===== config.mk =====
export PLATFORM = sky130hd
export DESIGN_NAME = speed_command_quantizer_unit
export DESIGN_NICKNAME = d
export VERILOG_FILES = /design/src/rtl/scq_pkg.sv /design/src/rtl/scq_front.sv /design/src/rtl/scq_cell.sv /design/src/rtl/speed_command_quantizer_unit.sv
export SDC_FILE = /design/constraint.sdc
export NUM_CORES = 2
export LEC_CHECK = 0
export BUFFER_PORTS_ARGS = -buffer_cell sky130_fd_sc_hd__clkbuf_2
export CORE_MARGIN = 5
export CORE_UTILIZATION = 35
export DETAILED_ROUTE_END_ITERATION = 6
export PLACE_DENSITY = 0.5
export SETUP_SLACK_MARGIN = 0.05
export SLEW_MARGIN = 20
export SYNTH_ARGS = -nofsm -noshare
export SYNTH_HDL_FRONTEND = slang
export SYNTH_SLANG_ARGS = --single-unit

===== constraint.sdc =====
create_clock -name clock -period 78.1 [get_ports clock]
set_input_delay 15.62 -clock clock [delete_from_list [all_inputs] [get_ports clock]]
set_output_delay 15.62 -clock clock [all_outputs]
set_load 0.1 [all_outputs]

===== src/rtl/scq_pkg.sv =====
// ---------------------------------------------------------------------------
// Speed command quantizer package
// Widths, register reset values, register index codes and the item types
// shared by the front end, the divider cells and the top level.
// ---------------------------------------------------------------------------
package scq_pkg;

   // field widths
   localparam int CMD_W    = 17;   // command, 0.01 kt or 0.0001 Mach
   localparam int STEP_W   = 14;   // quantization step
   localparam int DIST_W   = 21;   // signed distance to go
   localparam int CDIST_W  = 20;   // transition distance registers
   localparam int MSTEP_W  = 11;   // Mach step register
   localparam int FRAC_W   = 9;    // hysteresis fraction, Q8
   localparam int CSR_IDX_W = 3;
   localparam int CSR_DATA_W = 20;

   // divider: numerator 2v+s, denominator 2s
   localparam int NUM_W    = CMD_W + 2;
   localparam int DEN_W    = STEP_W + 1;
   localparam int QPROD_W  = NUM_W + STEP_W;
   localparam int HPROD_W  = STEP_W + FRAC_W;
   localparam int HDIFF_W  = CMD_W + 8;

   localparam logic [CMD_W-1:0] CMD_MAX = 17'd100000;

   // register reset values
   localparam logic [CDIST_W-1:0] FINAL_DIST_RST  = 20'd18520;
   localparam logic [CDIST_W-1:0] MIDDLE_DIST_RST = 20'd37040;
   localparam logic [STEP_W-1:0]  FINAL_STEP_RST  = 14'd100;
   localparam logic [STEP_W-1:0]  MIDDLE_STEP_RST = 14'd500;
   localparam logic [STEP_W-1:0]  FIRST_STEP_RST  = 14'd1000;
   localparam logic [MSTEP_W-1:0] MACH_STEP_RST   = 11'd200;
   localparam logic [FRAC_W-1:0]  HYST_FRAC_RST   = 9'd192;

   // command kinds
   localparam logic OP_AIRSPEED = 1'b0;
   localparam logic OP_MACH     = 1'b1;

   // register indexes
   typedef enum logic [CSR_IDX_W-1:0] {
      CSR_FINAL_DIST  = 3'd0,
      CSR_MIDDLE_DIST = 3'd1,
      CSR_FINAL_STEP  = 3'd2,
      CSR_MIDDLE_STEP = 3'd3,
      CSR_FIRST_STEP  = 3'd4,
      CSR_MACH_STEP   = 3'd5,
      CSR_HYST_FRAC   = 3'd6
   } scq_csr_type;

   // configuration seen by the front end
   typedef struct packed {
      logic [CDIST_W-1:0] final_dist;
      logic [CDIST_W-1:0] middle_dist;
      logic [STEP_W-1:0]  final_step;
      logic [STEP_W-1:0]  middle_step;
      logic [STEP_W-1:0]  first_step;
      logic [MSTEP_W-1:0] mach_step;
      logic [FRAC_W-1:0]  hyst_frac;
   } scq_cfg_type;

   // one item as it travels along the divider chain
   typedef struct packed {
      logic [DEN_W-1:0]  rem;    // partial remainder
      logic [NUM_W-1:0]  num;    // numerator bits still to shift in, msb first
      logic [NUM_W-1:0]  quo;    // quotient bits so far
      logic [DEN_W-1:0]  den;    // 2 * step
      logic [STEP_W-1:0] step;
      logic [CMD_W-1:0]  val;    // held or new command before rounding
   } scq_stage_type;

endpackage


===== src/rtl/scq_front.sv =====
// ---------------------------------------------------------------------------
// Speed command quantizer front end
// Picks the step, applies the hysteresis hold and forms the rounding
// numerator and denominator for the divider chain. Two register stages.
// ---------------------------------------------------------------------------
module scq_front (
   input  logic                          clock,
   input  logic                          reset,
   input  logic                          en,
   input  scq_pkg::scq_cfg_type          cfg,
   input  logic                          in_valid,
   input  logic                          in_op,
   input  logic [scq_pkg::DIST_W-1:0]    in_dist,
   input  logic [scq_pkg::CMD_W-1:0]     in_new,
   input  logic [scq_pkg::CMD_W-1:0]     in_prev,
   output logic                          out_valid,
   output scq_pkg::scq_stage_type        out_data
);
   import scq_pkg::*;

   logic [CDIST_W-1:0] dist_m;
   logic [STEP_W-1:0]  step_sel;
   logic [CMD_W-1:0]   diff;

   logic               s1_valid_ff;
   logic [STEP_W-1:0]  s1_step_ff,  s1_step_in;
   logic [CMD_W-1:0]   s1_diff_ff,  s1_diff_in;
   logic [HPROD_W-1:0] s1_band_ff,  s1_band_in;
   logic [CMD_W-1:0]   s1_new_ff;
   logic [CMD_W-1:0]   s1_prev_ff;

   logic               s2_valid_ff;
   scq_stage_type      s2_data_ff, s2_data_in;
   logic               hold;
   logic [CMD_W-1:0]   held;

   // step selection: negative distance counts as zero
   always_comb begin
      dist_m = in_dist[DIST_W-1] ? '0 : in_dist[CDIST_W-1:0];
      priority if (in_op == OP_MACH) begin
         step_sel = {{(STEP_W-MSTEP_W){1'b0}}, cfg.mach_step};
      end else if (dist_m < cfg.final_dist) begin
         step_sel = cfg.final_step;
      end else if (dist_m < cfg.middle_dist) begin
         step_sel = cfg.middle_step;
      end else begin
         step_sel = cfg.first_step;
      end
      diff = (in_new > in_prev) ? (in_new - in_prev) : (in_prev - in_new);
      s1_step_in = step_sel;
      s1_diff_in = diff;
      s1_band_in = HPROD_W'(step_sel) * HPROD_W'(cfg.hyst_frac);
   end

   always_ff @(posedge clock) begin
      if (reset) begin
         s1_valid_ff <= 1'b0;
      end else if (en) begin
         s1_valid_ff <= in_valid;
      end
   end

   always_ff @(posedge clock) begin
      if (en) begin
         s1_step_ff <= s1_step_in;
         s1_diff_ff <= s1_diff_in;
         s1_band_ff <= s1_band_in;
         s1_new_ff  <= in_new;
         s1_prev_ff <= in_prev;
      end
   end

   // hysteresis hold: |new - prev| * 256 < step * fraction
   always_comb begin
      hold = {s1_diff_ff, 8'd0} < HDIFF_W'(s1_band_ff);
      held = hold ? s1_prev_ff : s1_new_ff;
      s2_data_in.rem  = '0;
      s2_data_in.num  = {1'b0, held, 1'b0} + NUM_W'(s1_step_ff);
      s2_data_in.quo  = '0;
      s2_data_in.den  = {s1_step_ff, 1'b0};
      s2_data_in.step = s1_step_ff;
      s2_data_in.val  = held;
   end

   always_ff @(posedge clock) begin
      if (reset) begin
         s2_valid_ff <= 1'b0;
      end else if (en) begin
         s2_valid_ff <= s1_valid_ff;
      end
   end

   always_ff @(posedge clock) begin
      if (en) begin
         s2_data_ff <= s2_data_in;
      end
   end

   assign out_valid = s2_valid_ff;
   assign out_data  = s2_data_ff;

endmodule


===== src/rtl/scq_cell.sv =====
// ---------------------------------------------------------------------------
// Speed command quantizer divider cell
// One restoring division step: shifts in the next numerator bit, subtracts
// the denominator where it fits and appends one quotient bit.
// ---------------------------------------------------------------------------
module scq_cell (
   input  logic                   clock,
   input  logic                   reset,
   input  logic                   en,
   input  logic                   in_valid,
   input  scq_pkg::scq_stage_type in_data,
   output logic                   out_valid,
   output scq_pkg::scq_stage_type out_data
);
   import scq_pkg::*;

   logic [DEN_W:0]  rem_sh;
   logic [DEN_W:0]  rem_sub;
   logic            fits;
   logic            valid_ff;
   scq_stage_type   data_ff, data_in;

   // one quotient bit
   always_comb begin
      rem_sh  = {in_data.rem, in_data.num[NUM_W-1]};
      fits    = rem_sh >= {1'b0, in_data.den};
      rem_sub = rem_sh - {1'b0, in_data.den};
      data_in      = in_data;
      data_in.rem  = fits ? rem_sub[DEN_W-1:0] : rem_sh[DEN_W-1:0];
      data_in.num  = {in_data.num[NUM_W-2:0], 1'b0};
      data_in.quo  = {in_data.quo[NUM_W-2:0], fits};
   end

   always_ff @(posedge clock) begin
      if (reset) begin
         valid_ff <= 1'b0;
      end else if (en) begin
         valid_ff <= in_valid;
      end
   end

   always_ff @(posedge clock) begin
      if (en) begin
         data_ff <= data_in;
      end
   end

   assign out_valid = valid_ff;
   assign out_data  = data_ff;

endmodule


===== src/rtl/speed_command_quantizer_unit.sv =====
// ---------------------------------------------------------------------------
// Speed command quantizer
// Quantizes airspeed or Mach commands to a distance dependent step with a
// hysteresis hold and round-half-up, through a chain of divider cells.
// ---------------------------------------------------------------------------
// Pipeline: 23 register stages (2 front stages, 19 divider cells, 1 multiply
//   stage, 1 output register).
// Throughput: one item per cycle; the whole pipeline advances together and
//   freezes while a result waits on rsp_tready.
// Reset: clears all valid flags and loads the register reset values.
module speed_command_quantizer_unit (
   input  logic        clock,
   input  logic        reset,
   // configuration writes
   input  logic        csr_wr_en,
   input  logic [2:0]  csr_index,
   input  logic [19:0] csr_wdata,
   // command items
   input  logic        req_tvalid,
   output logic        req_tready,
   input  logic [55:0] req_tdata,  // distance_to_go[20:0], new_command[37:21],
                                   // previous_command[54:38], zero pad [55]
   input  logic        req_tuser,  // op: 0 airspeed, 1 Mach
   // result items
   output logic        rsp_tvalid,
   input  logic        rsp_tready,
   output logic [31:0] rsp_tdata   // quantized_command[16:0], step_used[30:17],
                                   // zero pad [31]
);
   import scq_pkg::*;

   scq_cfg_type   cfg_ff, cfg_in;
   logic          en;

   logic          chain_valid [NUM_W+1];
   scq_stage_type chain_data  [NUM_W+1];

   logic               mul_valid_ff;
   logic [QPROD_W-1:0] mul_prod_ff, mul_prod_in;
   logic [STEP_W-1:0]  mul_step_ff;
   logic [CMD_W-1:0]   mul_val_ff;

   logic               out_valid_ff;
   logic [CMD_W-1:0]   out_cmd_ff, out_cmd_in;
   logic [STEP_W-1:0]  out_step_ff;
   logic [QPROD_W-1:0] rounded;

   // configuration registers
   always_comb begin
      cfg_in = cfg_ff;
      if (csr_wr_en) begin
         unique case (csr_index)
            CSR_FINAL_DIST:  cfg_in.final_dist  = csr_wdata[CDIST_W-1:0];
            CSR_MIDDLE_DIST: cfg_in.middle_dist = csr_wdata[CDIST_W-1:0];
            CSR_FINAL_STEP:  cfg_in.final_step  = csr_wdata[STEP_W-1:0];
            CSR_MIDDLE_STEP: cfg_in.middle_step = csr_wdata[STEP_W-1:0];
            CSR_FIRST_STEP:  cfg_in.first_step  = csr_wdata[STEP_W-1:0];
            CSR_MACH_STEP:   cfg_in.mach_step   = csr_wdata[MSTEP_W-1:0];
            CSR_HYST_FRAC:   cfg_in.hyst_frac   = csr_wdata[FRAC_W-1:0];
            default:         cfg_in = cfg_ff;
         endcase
      end
   end

   always_ff @(posedge clock) begin
      if (reset) begin
         cfg_ff.final_dist  <= FINAL_DIST_RST;
         cfg_ff.middle_dist <= MIDDLE_DIST_RST;
         cfg_ff.final_step  <= FINAL_STEP_RST;
         cfg_ff.middle_step <= MIDDLE_STEP_RST;
         cfg_ff.first_step  <= FIRST_STEP_RST;
         cfg_ff.mach_step   <= MACH_STEP_RST;
         cfg_ff.hyst_frac   <= HYST_FRAC_RST;
      end else begin
         cfg_ff <= cfg_in;
      end
   end

   // pipeline advances unless a result is held back
   assign en         = !out_valid_ff || rsp_tready;
   assign req_tready = en;

   scq_front u_front (
      .clock     (clock),
      .reset     (reset),
      .en        (en),
      .cfg       (cfg_ff),
      .in_valid  (req_tvalid),
      .in_op     (req_tuser),
      .in_dist   (req_tdata[DIST_W-1:0]),
      .in_new    (req_tdata[DIST_W+CMD_W-1:DIST_W]),
      .in_prev   (req_tdata[DIST_W+2*CMD_W-1:DIST_W+CMD_W]),
      .out_valid (chain_valid[0]),
      .out_data  (chain_data[0])
   );

   // divider chain, one quotient bit per cell
   for (genvar i = 0; i < NUM_W; i++) begin : g_cell
      scq_cell u_cell (
         .clock     (clock),
         .reset     (reset),
         .en        (en),
         .in_valid  (chain_valid[i]),
         .in_data   (chain_data[i]),
         .out_valid (chain_valid[i+1]),
         .out_data  (chain_data[i+1])
      );
   end

   // quotient times step
   assign mul_prod_in = QPROD_W'(chain_data[NUM_W].quo) * QPROD_W'(chain_data[NUM_W].step);

   always_ff @(posedge clock) begin
      if (reset) begin
         mul_valid_ff <= 1'b0;
      end else if (en) begin
         mul_valid_ff <= chain_valid[NUM_W];
      end
   end

   always_ff @(posedge clock) begin
      if (en) begin
         mul_prod_ff <= mul_prod_in;
         mul_step_ff <= chain_data[NUM_W].step;
         mul_val_ff  <= chain_data[NUM_W].val;
      end
   end

   // zero step passes the value through; saturate at the range top
   always_comb begin
      rounded    = (mul_step_ff == '0) ? QPROD_W'(mul_val_ff) : mul_prod_ff;
      out_cmd_in = (rounded > QPROD_W'(CMD_MAX)) ? CMD_MAX : rounded[CMD_W-1:0];
   end

   always_ff @(posedge clock) begin
      if (reset) begin
         out_valid_ff <= 1'b0;
      end else if (en) begin
         out_valid_ff <= mul_valid_ff;
      end
   end

   always_ff @(posedge clock) begin
      if (en) begin
         out_cmd_ff  <= out_cmd_in;
         out_step_ff <= mul_step_ff;
      end
   end

   assign rsp_tvalid = out_valid_ff;
   assign rsp_tdata  = {1'b0, out_step_ff, out_cmd_ff};

   // result never leaves the command range
   a_cmd_range: assert property (@(posedge clock) disable iff (reset)
      out_valid_ff |-> out_cmd_ff <= CMD_MAX)
      else $error("quantized command above range");

   // divider remainder stays below the denominator
   a_rem_bound: assert property (@(posedge clock) disable iff (reset)
      (chain_valid[NUM_W] && chain_data[NUM_W].den != '0)
         |-> chain_data[NUM_W].rem < chain_data[NUM_W].den)
      else $error("divider remainder out of bound");

   // multiply and output stages are empty after reset
   a_reset_empty: assert property (@(posedge clock)
      $past(reset) |-> !out_valid_ff && !mul_valid_ff)
      else $error("valid after reset");

   // an item at the chain end reaches the multiply stage when advancing
   a_chain_advance: assert property (@(posedge clock) disable iff (reset)
      (en && chain_valid[NUM_W]) |=> mul_valid_ff)
      else $error("item lost between divider and multiplier");

endmodule

==> results.md <==
- Cts repair resizes: 0
- Core Region: 227000 um^2
- Pint: 2.48 mW
- Via density: 4.79
- Synth async-reset ratio: 0
- Avg Cell Area, Syn: 12.6 um^2
- Chip width: 487 um
- Reg2reg end: u_front.s1_band_ff[22]
- Via count of the first global-routing pass: 47600
- Synth Area in XOR/XNOR: 0.0219
- Sequential Power Share: 0.343
- Number of synthesized flops with an enable pin: 1434
- Hold Slack: 0.383 ns
- Clock root buffer: clkbuf_16
- Critical Path RT: 62.48 ns
- Final slew viol count: 0
- Top cell type by total area after synthesis: edfxtp_1
- CP Cell Sequence: clkbuf_2, nor2b_2, buf_4, inv_8, clkbuf_2
- Synthesized area: 79700 um^2
- Combinational fraction of design power: 0.454
- Sequential element share of the synthesized area: 0.572
- Psw: 1.46 mW
- Largest net degree at the start of global routing: 181
- Initial DRT Pass Iterations: 5
- Worst slew margin: 0.240
- Largest family of logic cells by synthesized area: adder cells
- Crit path kind: in -> out
- Crit share post-route: 0.418
- WHS Endpoint: g_cell[0].u_cell.out_data[6]
- Clock skew: 0.0570 ns
- Max stage delay on crit path: 0.60 ns
- Clk pwr share: 0.203
- CP Max Fanout: 73
- Mapped Nets: 7216
- Remaining Overflow, GRT: 0
- CP Capture Type: primary output
- Path category of the worst min-delay check: reg -> reg
- Critical path's slowest cell: clkbuf_2
- Worst Path Buf+Inv: 4
- Primary FF master, synth: edfxtp_1
- Seq cells post-synth: 1559
- Boundary Pins: 119
- Switch share: 0.370
- Clk_lat worst skew: 0.83 ns
- Share of layout cells above drive strength 1: 0.0912
- Drt wl/cell: 16.5 um
- Reg2reg setup slack: 69.97 ns
- Fillers: 21300
- Post-Route WL: 159 mm
- Die height: 487 um
- Pleak: 36.7 nW
- IO Port Bufs: 116
- Area contributors post-synth: edfxtp_1 (54%), fa_1 (7.7%), ha_1 (7.6%)
- Cell count of the worst reg-to-reg path: 27
- Top cell by count, worst path: clkbuf_2
- Post-route ant nets: 0
- Finish-stage setup viols: 0
- NumNets Final: 7384
- Gpl congestion: 0.817
- Starting Density: 0.351
- Synth unique cells: 86
- P&R area growth vs syn: 12.2%
- Peak Freq: 0.0306 GHz
- Num CTS Buffers: 173
- Max clock buf depth: 3
- Ys Warns: 0
- Worst vdd ir: 0.0000590 V
- CTS tree: done
- Gr usage total: 0.134
- Fin Setup TNS: 0 ns
- Seq. cell area: 45600 um^2
- Min Clock Period, post-route: 32.68 ns
- MaxCap Viol Count: 0
- P per Cell Area: 44.1 nW/um^2
- Worst hold stages: 0
- Top delay family on crit path: buffers and inverters
- Multi-input gate area: 30400 um^2
- Vias: 46300
- Startpoint types: input pin
- First-pass GRT wire length: 257 mm
- Post-Synth Adder-Cell Area: 0.153
- Post-synthesis mux area share: 0.0325
- Cell count after synthesis: 6338
- CTS clk-pin slew, worst paths: 0.06 ns
- Detailed Route Iter0 Violations: 2754
- Min-delay src: u_front.out_data[6]
- Synth Area in Compound Gates: 0.0747
- Reg-to-reg startpoint: cfg_ff[83]
- Simple-gate share of the synthesized area: 0.0987
- Die footprint: 237000 um^2
- Hold-fix buffers, CTS: 0
- Run status: completed
- Worst-Margin Slew: 1.14 ns
- # Post-CTS Setup Buffers: 0
- DRC: 0
- Clock sink count: 1559
- Endpoints failing hold: 0
- Initial antenna violation count: 6
- Core Rows: 175
- DP HPWL: 115 mm
- Arrival time at the worst endpoint: 17.06 ns
- CTS H-tree lvls: 4
- Post-synth top area share: 0.540
- RSZ-0062 raised after global routing: no
## sequential cells by signal (all words and copies together), names as in the netlist, 17 cells and up
signal and count:
u_front.s1_prev_ff 17, u_front.s1_diff_ff 17, cfg_ff 102, g_cell.u_cell.out_valid 19, u_front.out_data 49, u_front.s1_new_ff 17, mul_prod_ff 33, out_cmd_ff 17
u_front.s1_band_ff 23, g_cell.u_cell.out_data 1202, mul_val_ff 17
## worst reg2reg max path, stage by stage (launching register included)
cell and delay (ns):
dfxtp_1 0.33, inv_1 0.05, ha_1 0.20, nand2b_1 0.14
o221ai_1 0.17, a21oi_1 0.13, a311oi_1 0.32, o21ai_1 0.14
a311oi_2 0.39, or2_1 0.72, a221o_1 0.57, nand2_1 0.15
fa_1 0.56, inv_1 0.06, fa_1 0.50, inv_1 0.05
fa_1 0.47, fa_1 0.54, inv_1 0.04, ha_1 0.31
o21ai_0 0.14, a21boi_0 0.34, o21ai_0 0.17, a21oi_1 0.53
a211oi_1 0.22, o41ai_1 0.38, a21oi_1 0.12, xnor2_1 0.14
## synth_stat cells (10+ instances only)
| cell type | number |
|---|---|
| o21ai_1 | 19 |
| a311oi_1 | 14 |
| or2_2 | 15 |
| mux2_1 | 14 |
| a211o_1 | 16 |
| xnor2_1 | 135 |
| ha_1 | 487 |
| a221oi_1 | 18 |
| a21o_1 | 69 |
| o21a_1 | 27 |
| o31ai_1 | 17 |
| buf_4 | 15 |
| nand3b_1 | 26 |
| inv_1 | 813 |
| nand3_1 | 58 |
| a21boi_0 | 29 |
| and3_1 | 33 |
| o41ai_1 | 29 |
| nand2b_1 | 51 |
| xor2_1 | 64 |
| mux2_2 | 150 |
| nor4_1 | 17 |
| a21oi_1 | 322 |
| o21bai_1 | 11 |
| a211oi_1 | 38 |
| o211ai_1 | 28 |
| a31oi_1 | 25 |
| nand4_1 | 49 |
| buf_2 | 17 |
| o21ai_0 | 154 |
| nor2_1 | 342 |
| dfxtp_1 | 125 |
| nand2_1 | 646 |
| nor3_1 | 91 |
| a221o_1 | 12 |
| edfxtp_1 | 1434 |
| fa_1 | 306 |
| nor2b_1 | 120 |
| o21ba_2 | 10 |
| clkbuf_1 | 109 |
| mux2i_1 | 73 |
| and2_1 | 190 |
## stage by stage
step / total power, mW / utilization / cells / worst slack [ns] / instance area, um^2
5_1_grt: 4.28 / 0.394 / 9657 / 45.32 / 89400
6_report: 3.95 / 0.394 / 9659 / 45.42 / 89400
2_1_floorplan: 2.71 / - / 6338 / 7.07 / 79700
3_5_place_dp: 3.16 / 0.368 / 9339 / 45.38 / 83600
3_3_place_gp: 3.14 / 0.368 / 9339 / 45.39 / 83600
4_1_cts: 4.00 / 0.393 / 9655 / 45.38 / 89300
## logic make-up after synthesis
logic type / Yosys count
DFF: 1559
adders and majority gates: 793
xor gates and xnor gates: 199
muxes: 238
and+or+nand+nor: 1668
other: 1
buffers and inverters: 967
AOI/OAI and AO/OA: 913
## placed cells by master, fill, tap and decap left out, drive strengths merged, types with 25 or more instances in the layout
cell,n
a211oi,40
a21boi,32
a21o,70
a21oi,324
a31oi,25
and2,190
and3,33
buf,30
clkbuf,334
clkinv,73
dfxtp,125
edfxtp,1434
fa,306
ha,487
inv,819
mux2,165
mux2i,73
nand2,646
nand2b,51
nand3,58
nand3b,26
nand4,49
nor2,343
nor2b,120
nor3,91
o211ai,28
o21a,27
o21ai,174
o41ai,32
xnor2,135
xor2,64
## routing by layer
metal  global-route usage  share of wire  wire length (um)
met5                    0       0.000082                13
met2                0.228           0.49             77400
met4               0.0457          0.031              4990
met1                0.172           0.44             70400
met3               0.0255          0.040              6420
## worst max-delay path by stage
stage,start,slack (ns),end,depth (start not counted)
6_report,rsp_tready,45.42,req_tready,5
5_1_grt,rsp_tready,45.32,req_tready,5
4_1_cts,rsp_tready,45.38,req_tready,5
3_5_place_dp,rsp_tready,45.38,req_tready,5
3_3_place_gp,rsp_tready,45.39,req_tready,5
2_1_floorplan,rsp_tready,7.07,req_tready,4
## layout make-up
type                       instances  share of cell area
sequential                      1559               0.510
multi-input combinational       3812               0.341
clock buffer                     219              0.0507
timing repair buffer             145             0.00949
antenna                            3           0.0000840
tap                             3009              0.0421
clock inverter                    97              0.0131
inverter                         815              0.0343
## power by group through the flow
stage	Clock (mW)	Combinational, mW	Sequential, mW
after floorplan	0	1.40	1.31
after global routing	0.868	2.03	1.38
after global placement	0	1.77	1.37
final	0.801	1.79	1.35
after CTS	0.833	1.81	1.36
after detailed placement	0	1.78	1.38
(Power assumes the default switching activity.)
